===== src/hdl/srl_pkg.sv =====
// Shared types and constants for the semaphore and recursive lock unit.
`default_nettype none
package srl_pkg;

  localparam int MAX_THREADS = 256;
  localparam int PTR_W       = $clog2(MAX_THREADS);
  localparam int FILL_W      = $clog2(MAX_THREADS + 1);
  localparam int TID_W       = 8;
  localparam int TID_NUM     = 1 << TID_W;
  localparam int CNT_W       = 8;
  localparam int CFG_IDX_W   = 2;
  localparam int CFG_DATA_W  = 8;

  localparam logic [CNT_W-1:0] CNT_MAX = '1;

  // result status codes
  localparam logic [2:0] ST_GRANTED   = 3'd0;
  localparam logic [2:0] ST_QUEUED    = 3'd1;
  localparam logic [2:0] ST_RELEASED  = 3'd2;
  localparam logic [2:0] ST_ERROR     = 3'd3;
  localparam logic [2:0] ST_SATURATED = 3'd4;

  // request operations
  localparam logic FUNC_DOWN = 1'b0;
  localparam logic FUNC_UP   = 1'b1;

  // configuration register indexes
  localparam logic [CFG_IDX_W-1:0] CFG_LOCK_MODE  = 2'd0;
  localparam logic [CFG_IDX_W-1:0] CFG_INIT_COUNT = 2'd1;

  typedef struct packed {
    logic ld_req;
    logic exec;
  } srl_cmd_t;

endpackage
`default_nettype wire


===== src/hdl/srl_ctrl.sv =====
// Controller: transaction sequencing and output valid tracking.
`default_nettype none
module srl_ctrl (
  input  wire logic             clk,
  input  wire logic             rst_n,
  input  wire logic             in_valid,
  output logic                  in_ready,
  output logic                  out_valid,
  input  wire logic             out_ready,
  output srl_pkg::srl_cmd_t     cmd
);
  import srl_pkg::*;

  typedef enum logic [1:0] {
    S_IDLE = 2'b01,
    S_EXEC = 2'b10
  } state_t;

  state_t state_r, state_nxt;
  logic   out_valid_r, out_valid_nxt;

  always_comb begin
    state_nxt  = state_r;
    in_ready   = 1'b0;
    cmd.ld_req = 1'b0;
    cmd.exec   = 1'b0;
    unique case (state_r)
      S_IDLE: begin
        in_ready = 1'b1;
        if (in_valid) begin
          cmd.ld_req = 1'b1;
          state_nxt  = S_EXEC;
        end
      end
      S_EXEC: begin
        if (!out_valid_r || out_ready) begin
          cmd.exec  = 1'b1;
          state_nxt = S_IDLE;
        end
      end
      default: state_nxt = S_IDLE;
    endcase
  end

  always_comb begin
    out_valid_nxt = out_valid_r;
    if (cmd.exec) begin
      out_valid_nxt = 1'b1;
    end else if (out_ready) begin
      out_valid_nxt = 1'b0;
    end
  end

  always_ff @(posedge clk) begin
    if (!rst_n) begin
      state_r     <= S_IDLE;
      out_valid_r <= 1'b0;
    end else begin
      state_r     <= state_nxt;
      out_valid_r <= out_valid_nxt;
    end
  end

  assign out_valid = out_valid_r;

endmodule
`default_nettype wire


===== src/hdl/srl_dp.sv =====
// Datapath: count, owner, waiter ring, waiting marks and result register.
`default_nettype none
module srl_dp (
  input  wire logic                          clk,
  input  wire logic                          rst_n,
  input  wire srl_pkg::srl_cmd_t             cmd,
  input  wire logic                          in_func,
  input  wire logic [srl_pkg::TID_W-1:0]     in_thread_id,
  input  wire logic                          cfg_we,
  input  wire logic [srl_pkg::CFG_IDX_W-1:0] cfg_index,
  input  wire logic [srl_pkg::CFG_DATA_W-1:0] cfg_data,
  output logic [2:0]                         out_status,
  output logic                               out_woken_valid,
  output logic [srl_pkg::TID_W-1:0]          out_woken_thread
);
  import srl_pkg::*;

  logic                 lock_mode_r;
  logic [CNT_W-1:0]     avail_r, avail_nxt;
  logic                 owner_valid_r, owner_valid_nxt;
  logic [TID_W-1:0]     owner_id_r, owner_id_nxt;
  logic [CNT_W-1:0]     nest_r, nest_nxt;
  logic [PTR_W-1:0]     head_r, head_nxt;
  logic [FILL_W-1:0]    fill_r, fill_nxt;
  logic [TID_NUM-1:0]   mark_r;

  logic                 func_r;
  logic [TID_W-1:0]     tid_r;
  logic                 mark_rd_r;
  logic [TID_W-1:0]     ring_rd_r;
  logic [TID_W-1:0]     ring [MAX_THREADS];

  logic [2:0]           status_r, status_nxt;
  logic                 wv_r, wv_nxt;
  logic [TID_W-1:0]     wt_r, wt_nxt;

  logic                 enq, deq, full, holder, marked;
  logic [FILL_W-1:0]    slot_sum;
  logic [PTR_W-1:0]     slot;

  assign full     = (fill_r >= FILL_W'(MAX_THREADS));
  assign holder   = owner_valid_r && (owner_id_r == tid_r);
  assign marked   = mark_rd_r;
  assign slot_sum = FILL_W'(head_r) + fill_r;
  assign slot     = (slot_sum >= FILL_W'(MAX_THREADS)) ?
                    PTR_W'(slot_sum - FILL_W'(MAX_THREADS)) : PTR_W'(slot_sum);

  always_comb begin
    avail_nxt       = avail_r;
    owner_valid_nxt = owner_valid_r;
    owner_id_nxt    = owner_id_r;
    nest_nxt        = nest_r;
    status_nxt      = ST_ERROR;
    enq             = 1'b0;
    deq             = 1'b0;
    if (!lock_mode_r) begin
      if (func_r == FUNC_DOWN) begin
        if (marked) begin
          status_nxt = ST_ERROR;
        end else if (avail_r != '0) begin
          avail_nxt  = avail_r - CNT_W'(1);
          status_nxt = ST_GRANTED;
        end else if (full) begin
          status_nxt = ST_ERROR;
        end else begin
          enq        = 1'b1;
          status_nxt = ST_QUEUED;
        end
      end else begin
        if (fill_r != '0) begin
          deq        = 1'b1;
          status_nxt = ST_RELEASED;
        end else if (avail_r == CNT_MAX) begin
          status_nxt = ST_SATURATED;
        end else begin
          avail_nxt  = avail_r + CNT_W'(1);
          status_nxt = ST_RELEASED;
        end
      end
    end else begin
      if (func_r == FUNC_DOWN) begin
        if (holder) begin
          if (nest_r == CNT_MAX) begin
            status_nxt = ST_SATURATED;
          end else begin
            nest_nxt   = nest_r + CNT_W'(1);
            status_nxt = ST_GRANTED;
          end
        end else if (marked) begin
          status_nxt = ST_ERROR;
        end else if (!owner_valid_r) begin
          owner_valid_nxt = 1'b1;
          owner_id_nxt    = tid_r;
          nest_nxt        = CNT_W'(1);
          status_nxt      = ST_GRANTED;
        end else if (full) begin
          status_nxt = ST_ERROR;
        end else begin
          enq        = 1'b1;
          status_nxt = ST_QUEUED;
        end
      end else begin
        if (!holder) begin
          status_nxt = ST_ERROR;
        end else if (nest_r > CNT_W'(1)) begin
          nest_nxt   = nest_r - CNT_W'(1);
          status_nxt = ST_RELEASED;
        end else if (fill_r != '0) begin
          deq             = 1'b1;
          owner_valid_nxt = 1'b1;
          owner_id_nxt    = ring_rd_r;
          nest_nxt        = CNT_W'(1);
          status_nxt      = ST_RELEASED;
        end else begin
          owner_valid_nxt = 1'b0;
          owner_id_nxt    = '0;
          nest_nxt        = '0;
          status_nxt      = ST_RELEASED;
        end
      end
    end

    wv_nxt   = deq;
    wt_nxt   = deq ? ring_rd_r : '0;
    head_nxt = head_r;
    fill_nxt = fill_r;
    if (enq) begin
      fill_nxt = fill_r + FILL_W'(1);
    end else if (deq) begin
      fill_nxt = fill_r - FILL_W'(1);
      head_nxt = (head_r == PTR_W'(MAX_THREADS - 1)) ? '0 : head_r + PTR_W'(1);
    end
  end

  // waiter ring: one write port, registered read at the head
  always_ff @(posedge clk) begin
    if (cmd.exec && enq) begin
      ring[slot] <= tid_r;
    end
    ring_rd_r <= ring[head_r];
  end

  always_ff @(posedge clk) begin
    if (cmd.ld_req) begin
      func_r    <= in_func;
      tid_r     <= in_thread_id;
      mark_rd_r <= mark_r[in_thread_id];
    end
    if (cmd.exec) begin
      status_r <= status_nxt;
      wv_r     <= wv_nxt;
      wt_r     <= wt_nxt;
    end
  end

  always_ff @(posedge clk) begin
    if (!rst_n) begin
      lock_mode_r   <= 1'b1;
      avail_r       <= CNT_W'(1);
      owner_valid_r <= 1'b0;
      owner_id_r    <= '0;
      nest_r        <= '0;
      head_r        <= '0;
      fill_r        <= '0;
      mark_r        <= '0;
    end else begin
      if (cmd.exec) begin
        avail_r       <= avail_nxt;
        owner_valid_r <= owner_valid_nxt;
        owner_id_r    <= owner_id_nxt;
        nest_r        <= nest_nxt;
        head_r        <= head_nxt;
        fill_r        <= fill_nxt;
        if (enq) begin
          mark_r[tid_r] <= 1'b1;
        end else if (deq) begin
          mark_r[ring_rd_r] <= 1'b0;
        end
      end
      if (cfg_we) begin
        unique case (cfg_index)
          CFG_LOCK_MODE:  lock_mode_r <= cfg_data[0];
          CFG_INIT_COUNT: avail_r     <= CNT_W'(cfg_data);
          default: ;
        endcase
      end
    end
  end

  assign out_status       = status_r;
  assign out_woken_valid  = wv_r;
  assign out_woken_thread = wt_r;

endmodule
`default_nettype wire


===== src/hdl/semaphore_and_recursive_lock_top.sv =====
// Top level of the semaphore and recursive lock unit.
// Each request transaction is handled first in an accept step, while the waiter
// ring RAM reads the entry at the queue head into its output register, then in
// an execute step that decides and loads the result register. The execute step
// waits only while a previous result still sits unaccepted in the result
// register; a new transaction is accepted only once the last one has executed.
// Configuration writes take effect at once and are meant for idle periods.
`default_nettype none
module semaphore_and_recursive_lock_top (
  input  wire logic                           clk,
  input  wire logic                           rst_n,
  input  wire logic                           in_valid,
  output logic                                in_ready,
  input  wire logic                           in_func,
  input  wire logic [srl_pkg::TID_W-1:0]      in_thread_id,
  output logic                                out_valid,
  input  wire logic                           out_ready,
  output logic [2:0]                          out_status,
  output logic                                out_woken_valid,
  output logic [srl_pkg::TID_W-1:0]           out_woken_thread,
  input  wire logic                           cfg_we,
  input  wire logic [srl_pkg::CFG_IDX_W-1:0]  cfg_index,
  input  wire logic [srl_pkg::CFG_DATA_W-1:0] cfg_data
);
  import srl_pkg::*;

  srl_cmd_t cmd;

  srl_ctrl u_ctrl (
    .clk       (clk),
    .rst_n     (rst_n),
    .in_valid  (in_valid),
    .in_ready  (in_ready),
    .out_valid (out_valid),
    .out_ready (out_ready),
    .cmd       (cmd)
  );

  srl_dp u_dp (
    .clk              (clk),
    .rst_n            (rst_n),
    .cmd              (cmd),
    .in_func          (in_func),
    .in_thread_id     (in_thread_id),
    .cfg_we           (cfg_we),
    .cfg_index        (cfg_index),
    .cfg_data         (cfg_data),
    .out_status       (out_status),
    .out_woken_valid  (out_woken_valid),
    .out_woken_thread (out_woken_thread)
  );

  a_wake_is_release: assert property (@(posedge clk) disable iff (!rst_n)
    (out_valid && out_woken_valid) |-> (out_status == ST_RELEASED))
    else $error("wake without release status");

  a_no_wake_zero_id: assert property (@(posedge clk) disable iff (!rst_n)
    (out_valid && !out_woken_valid) |-> (out_woken_thread == '0))
    else $error("woken thread id set without wake");

  a_status_range: assert property (@(posedge clk) disable iff (!rst_n)
    out_valid |-> (out_status <= ST_SATURATED))
    else $error("status code out of range");

  a_one_in_flight: assert property (@(posedge clk) disable iff (!rst_n)
    (in_valid && in_ready) |=> !in_ready)
    else $error("second transaction accepted during execute");

endmodule
`default_nettype wire


===== config.mk =====
export PLATFORM = sky130hd
export DESIGN_NAME = semaphore_and_recursive_lock_top
export DESIGN_NICKNAME = d
export VERILOG_FILES = /design/src/hdl/srl_pkg.sv /design/src/hdl/srl_ctrl.sv /design/src/hdl/srl_dp.sv /design/src/hdl/semaphore_and_recursive_lock_top.sv
export SDC_FILE = /design/constraint.sdc
export NUM_CORES = 2
export LEC_CHECK = 0
export BUFFER_PORTS_ARGS = -buffer_cell sky130_fd_sc_hd__buf_2
export CAP_MARGIN = 20
export CORE_ASPECT_RATIO = 1.25
export CORE_MARGIN = 1.5
export CORE_UTILIZATION = 57
export DETAILED_ROUTE_END_ITERATION = 16
export PLACE_DENSITY = 0.75
export SLEW_MARGIN = 20
export SYNTH_ARGS = -nofsm -noshare
export SYNTH_HDL_FRONTEND = slang
export SYNTH_SLANG_ARGS = --single-unit
export TNS_END_PERCENT = 100

===== constraint.sdc =====
create_clock -name clk -period 6.2 [get_ports clk]
set_clock_uncertainty 0.1 [all_clocks]
set_input_delay 0.62 -clock clk [delete_from_list [all_inputs] [get_ports clk]]
set_output_delay 0.62 -clock clk [all_outputs]
set_load 0.005 [all_outputs]

Word-level counts from Yosys, hierarchy flattened
Memories as Yosys holds them, arrays and structs flattened. A register that Yosys moved wholly into a read port is not among the register bits.
Cells that the tools add are included.
{ "word_totals": {"ff_bits": 324, "latchBits": 0, "ram_bits": 2048, "romBits": 0, "in_bits": 24, "out_inout_bits": 14, "elab_cells": 152, "memories": 1} }
{ "op_classes": {"addsub": 9, "multipliers": 0, "div": 0, "order_cmp": 8, "eq_ne": 15, "n_shift": 0, "muxes": 81, "bitwise_logic": 4, "n_reduce_logical": 18} }
{ "memory_table": {"columns": ["name", "words", "word_bits", "rd", "rd_ports_with_merged_regs", "wr", "line_no", "source"], "rows": [
  ["u_dp.ring", 256, 8, 1, 1, 1, "srl_dp.sv:31", "logic [TID_W-1:0] ring [MAX_THREADS];"]
]} }
{ "op_table": {"columns": ["operator", "count"], "rows": [
  ["$mux 256", 2],
  ["$and 256x256->256", 1],
  ["$not 256->256", 1],
  ["$or 256x256->256", 1],
  ["$mux 8", 25],
  ["$mux 1", 34],
  ["$mux 3", 10],
  ["$lt 8x9->1 const B", 3],
  ["$add 8x1->8 const B", 3],
  ["$eq 8x8->1 const B", 3],
  ["$sub 8x1->8 const B", 3],
  ["$ge 9x9->1 const B", 2],
  ["$mux 9", 2],
  ["$demux 1 s8", 2],
  ["$ge 8x1->1 const B", 2],
  ["$reduce_and 6->1", 2],
  ["$ne 2x2->1 const B", 5],
  ["$add 8x9->9", 1],
  ["$add 9x1->9 const B", 1],
  ["$reduce_bool 9->1", 1],
  ["$sub 9x1->9 const B", 1],
  ["$bmux 1 s8", 1],
  ["$eq 8x8->1", 1],
  ["$gt 8x1->1 const B", 1],
  ["16 further kinds", 27]
]} }

Depth between registers and ports, before layout
{ "logic_depth": {"word_depth": 10, "depth_mapped": 16} }

Cells and area by module
A second synthesis with hierarchy kept.
{ "hier_totals": {"cells_unflattened": 5903, "hier_area_um2": 97976.5} }
{ "modules_own_cells": {"columns": ["mod", "n_inst", "cells_per_inst", "area_each_um2", "seq_area_each_um2"], "rows": [
  ["srl_dp", 1, 5890, 97842.6, 68305.5],
  ["srl_ctrl", 1, 13, 133.9, 60.1]
]} }

Worst setup path after synthesis
Ideal clock, no wire load.
{ "synth_path": {"path_type": "reg2reg", "start": "register u_dp.tid_r[0]", "end": "register u_dp.fill_r[8]", "setup_ns": 0.075, "arrival_ns": 6.690, "required_ns": 6.025, "slack_ns": -0.665, "path_stages_with_launch": 16, "period_less_slack_ns": 6.865, "path_cell_list": "edfxtp_1 -> buf_2 -> xnor2_1 -> nand4_1 -> o211a_1 -> or2_1 -> and2_4 -> inv_2 -> ha_1 -> a21o_1 -> a21oi_1 -> o21bai_1 -> a2111oi_0 -> nor3_1 -> or3_1 -> a31oi_1"} }
{ "synth_via": {"elab_chain_cells": 7, "elab_cells_between_ends": 11} }
{ "synth_rtl": {"columns": ["item", "line_no", "source"], "rows": [
  ["from (decl)", "srl_dp.sv:28", "logic [TID_W-1:0] tid_r;"],
  ["from (signal assigned)", "srl_dp.sv:146", "tid_r <= in_thread_id;"],
  ["$eq 8x8->1 *", "srl_dp.sv:42", "assign holder = owner_valid_r && (owner_id_r == tid_r);"],
  ["$logic_and 1x1->1 *", "srl_dp.sv:42", null],
  ["$mux 1, on equally long branches", "srl_dp.sv:103, srl_dp.sv:82", null],
  ["$mux 1", "srl_dp.sv:81", "if (func_r == FUNC_DOWN) begin"],
  ["$mux 1", "srl_dp.sv:56", "if (!lock_mode_r) begin"],
  ["$reduce_bool 2->1 (no line)", null, null],
  ["$reduce_and 2->1 (no line)", null, null],
  ["to (signal assigned)", "srl_dp.sv:173", "fill_r <= fill_nxt;"],
  ["to (decl)", "srl_dp.sv:24", "logic [FILL_W-1:0] fill_r, fill_nxt;"]
]} }
Mark *: on every way between the ends. The rest lies on a longest branch, timed or not.
A chain may end at the register's enable or synchronous reset.

Worst setup path in the final report
{ "layout_path": {"start": "register u_dp.head_r[0]", "end": "memory u_dp.ring[124][6], enable pin"} }
{ "layout_via": {"elab_chain_cells": 3, "elab_cells_between_ends": 4} }
{ "layout_rtl": {"columns": ["item", "line_no", "source"], "rows": [
  ["from (decl)", "srl_dp.sv:23", "logic [PTR_W-1:0] head_r, head_nxt;"],
  ["from (signal assigned)", "srl_dp.sv:172", "head_r <= head_nxt;"],
  ["$add 8x9->9 *", "srl_dp.sv:44", "assign slot_sum = FILL_W'(head_r) + fill_r;"],
  ["$sub 8x1->8 / $ge 9x9->1 (equally long branches)", "srl_dp.sv:46, srl_dp.sv:45", null],
  ["$mux 8 *", "srl_dp.sv:45", "assign slot = (slot_sum >= FILL_W'(MAX_THREADS)) ?"],
  ["to (decl)", "srl_dp.sv:31", null]
]} }
Marked as above.

==> metrics.csv <==
stage;metric;value;unit
final_layout;fin_cells;8000;
synthesis;synth_cell_type_count;99;
floorplan;die-area;172000;um^2
route;route.detailed.drc;0;
synthesis;synth_mux_area_frac;0.149;
grt;antenna_found_initial;7;
route;first_pass_iters;7;
sta;timing.setup.tns;0;ps
cts;cts_root_buffer;clkbuf_16;
floorplan;initial_core_util;0.575;
synthesis;synthXorXnorAreaFrac;0.00325;
job;cap_violations;0;
final_layout;nNetsFinal;5655;
final_layout;drive_above_1_share;0.208;
synthesis;synth-seq-cells;2380;
critical_path;critPathKind;reg2reg;
synthesis;synthTopCellsByArea;edfxtp_1, mux4_2, dfxtp_1, mux2i_1, nor2_1;
cts;cts.sinks;2380;
sta;period_share;0.801;
synthesis;ys.flop_type;edfxtp_1;
sta;drv_slew;0;
critical_path;slowest_delay;740;ps
synthesis;yosys-top-cells-count;edfxtp_1, mux4_2, nor2_1;
floorplan;die_h;463;um
cts;ctsResizeCount;0;
sta;setup-violations-final;0;
critical_path;crit_arrival;5350;ps
placed_design;hpwl;160000;um
final_layout;ff_latch_area;68400;um^2
power_and_ir_drop;peakVddDrop;0.000325;V
cts;htree_levels;4;
grt;grt_pass1_wl;390000;um
placed_design;port_buffers;37;
synthesis;syn_area_per_cell;17.3;um^2
floorplan;rows;168;
cts;cts_tree;built;
route;wl_per_cell;33.8;um
sta;fin_hold_ws;157;ps
cts;clock_latency;890;ps
synthesis;netlist_area;96700;um^2
synthesis;synth_top_family_by_area;multiplexers;
critical_path;endpoint_kind;flip-flop;
synthesis;yosysMostFrequentCell;edfxtp_1;
cts;clkTransAtPathRegs;70;ps
sta;max_slew_margin;0.148;
critical_path;crit_top_cell;a21oi_1;
synthesis;ys_warn_count;0;
synthesis;synthCells;5575;
power_and_ir_drop;power_density;295;nW/um^2
floorplan;die_x;371;um
placed_design;dp_cells;7589;
synthesis;synth_compound_gate_area_share;0.0661;
sta;fmaxAchievable;201;MHz
cts;cts_made_buffers;208;
route;vias;56770;
synthesis;synth_enable_flop_cells;2070;
synthesis;yosys.area_share.simple;0.0491;
route;ant_nets;0;
final_layout;largest_reg_flops;2048;
final_layout;fillCellCount;11068;
cts;postCtsSetupBuffers;0;
synthesis;yosys.area.top_type;edfxtp_1;
synthesis;syn-num-nets;5622;
grt;first_global_vias;55833;
grt;grt_max_degree;199;
grt;overflow;0;
sta;max_slew.worst_pin.slew;1270;ps
sta;hold_violations;0;
route;dr.first_iter.drc_count;9265;
power_and_ir_drop;finalPower;31.5;mW
final_layout;multi_input_area;26800;um^2
final_layout;regMostFlops;u_dp.ring;
power_and_ir_drop;power_leakage;32.3;nW
grt;track_usage;0.315;
final_layout;top_regs;u_dp.ring: 2048 flops, u_dp.mark_r: 256 flops, u_dp.fill_r: 9 flops;
route;via_per_inst;7.10;
critical_path;start_kind;flip-flop;
floorplan;core-area;168000;um^2
critical_path;cp_max_fo;18;
worst_hold_path;min_path_type;in2reg;
floorplan;ios;38;
sta;fin_crit;4970;ps
synthesis;yosysSeqAreaShare;0.707;
final_layout;area_delta_synth_final;10.5;%
critical_path;crit_required;6580;ps
sta;rsz0062_at_grt;false;
outcome;status;finished clean;
cts;clock_path_buffers;3;
route;routed_wl;271000;um
critical_path;path_cells;ha_1, fa_1, a21o_1, a21oi_1, o21bai_1, a21oi_1, xnor2_1, o2111ai_2, buf_4, nor2_1;
synthesis;post-synth-top-area-fraction;0.643;
synthesis;synthAdderAreaFrac;0.00313;
synthesis;synthArstFlopShare;0;
placed_design;place.gp.congestion;0.990;
critical_path;worst_path_max_delay_cell;o2111ai_2;
==> through the flow <==
stage	util	setup WS, ps	area [um^2]
global route	0.636	970	107000
CTS	0.635	1460	107000
finish	0.636	1230	107000
floorplan	-	-415	97000
detailed placement	0.592	1490	99400
global placement	0.592	1630	99400
==> critical path: cells and delay by family, from the launching register on <==
kind            cells  cell delay (ps)
compound gates      5             1790
fa+ha+maj           2              710
buf+inv             1              410
simple gates        1              550
flops               1              470
xor+xnor            1              520
==> cells in the final DEF (no fill, tap or decap), drive strengths merged, types with 53 or more instances in the layout <==
cell and instances:
nand3 107, o311ai 53, buf 186, edfxtp 2070, nand2 240, o21ai 164, clkinv 88, clkbuf 257
mux4 532, nor2 414, mux2i 232, nor3 89, a22oi 88, dfxtp 310, a21oi 226
==> cell type report <==
type	instances	area share
flip-flops and latches	2380	0.640
multi-input cells	2793	0.251
clock buffers	256	0.0513
well taps	2210	0.0259
repair buffers	203	0.0157
clock inverters	132	0.0152
inverters	22	0.000890
diodes	4	0.0000937
==> per-layer routing <==
metal	track usage	vias up	part of all wire
li1	-	22784	-
met1	0.404	28645	0.34
met2	0.491	4302	0.47
met3	0.0714	1030	0.11
met4	0.193	9	0.072
met5	0	-	0.00038
==> power by group <==
part           switching [mW]  leakage (nW)  total, mW  internal, mW
sequential             0.0147          21.1       17.4          17.4
clock                    5.98          3.45       13.5          7.55
combinational           0.482          7.70      0.570        0.0874
total                    6.48          32.3       31.5          25.1
==> kinds of logic after synthesis <==
family,count (synthesis)
flip-flops,2380
AND/OR/NAND/NOR,1031
AO/OA/AOI/OAI,932
multiplexers,772
buffers and inverters,402
XOR/XNOR,35
adder cells (fa/ha/maj),23
==> path summary, 6_finish.rpt <==
path               startpoint                 to  slack, ps  cells past startpoint
min reg2reg  u_dp.mark_r[237]   u_dp.mark_r[237]        370                      2
min           in_thread_id[1]      u_dp.tid_r[1]        160                      1
max reg2reg    u_dp.head_r[0]  u_dp.ring[124][6]       1230                     10
max            u_dp.head_r[0]  u_dp.ring[124][6]       1230                     10
==> timing repair <==
item                                    CTS  global route
hold endpoints to repair                 14             0
endpoints found under the setup margin    0             0
hold buffers                             16             0
Note: power is estimated with default switching activity, not from simulation.
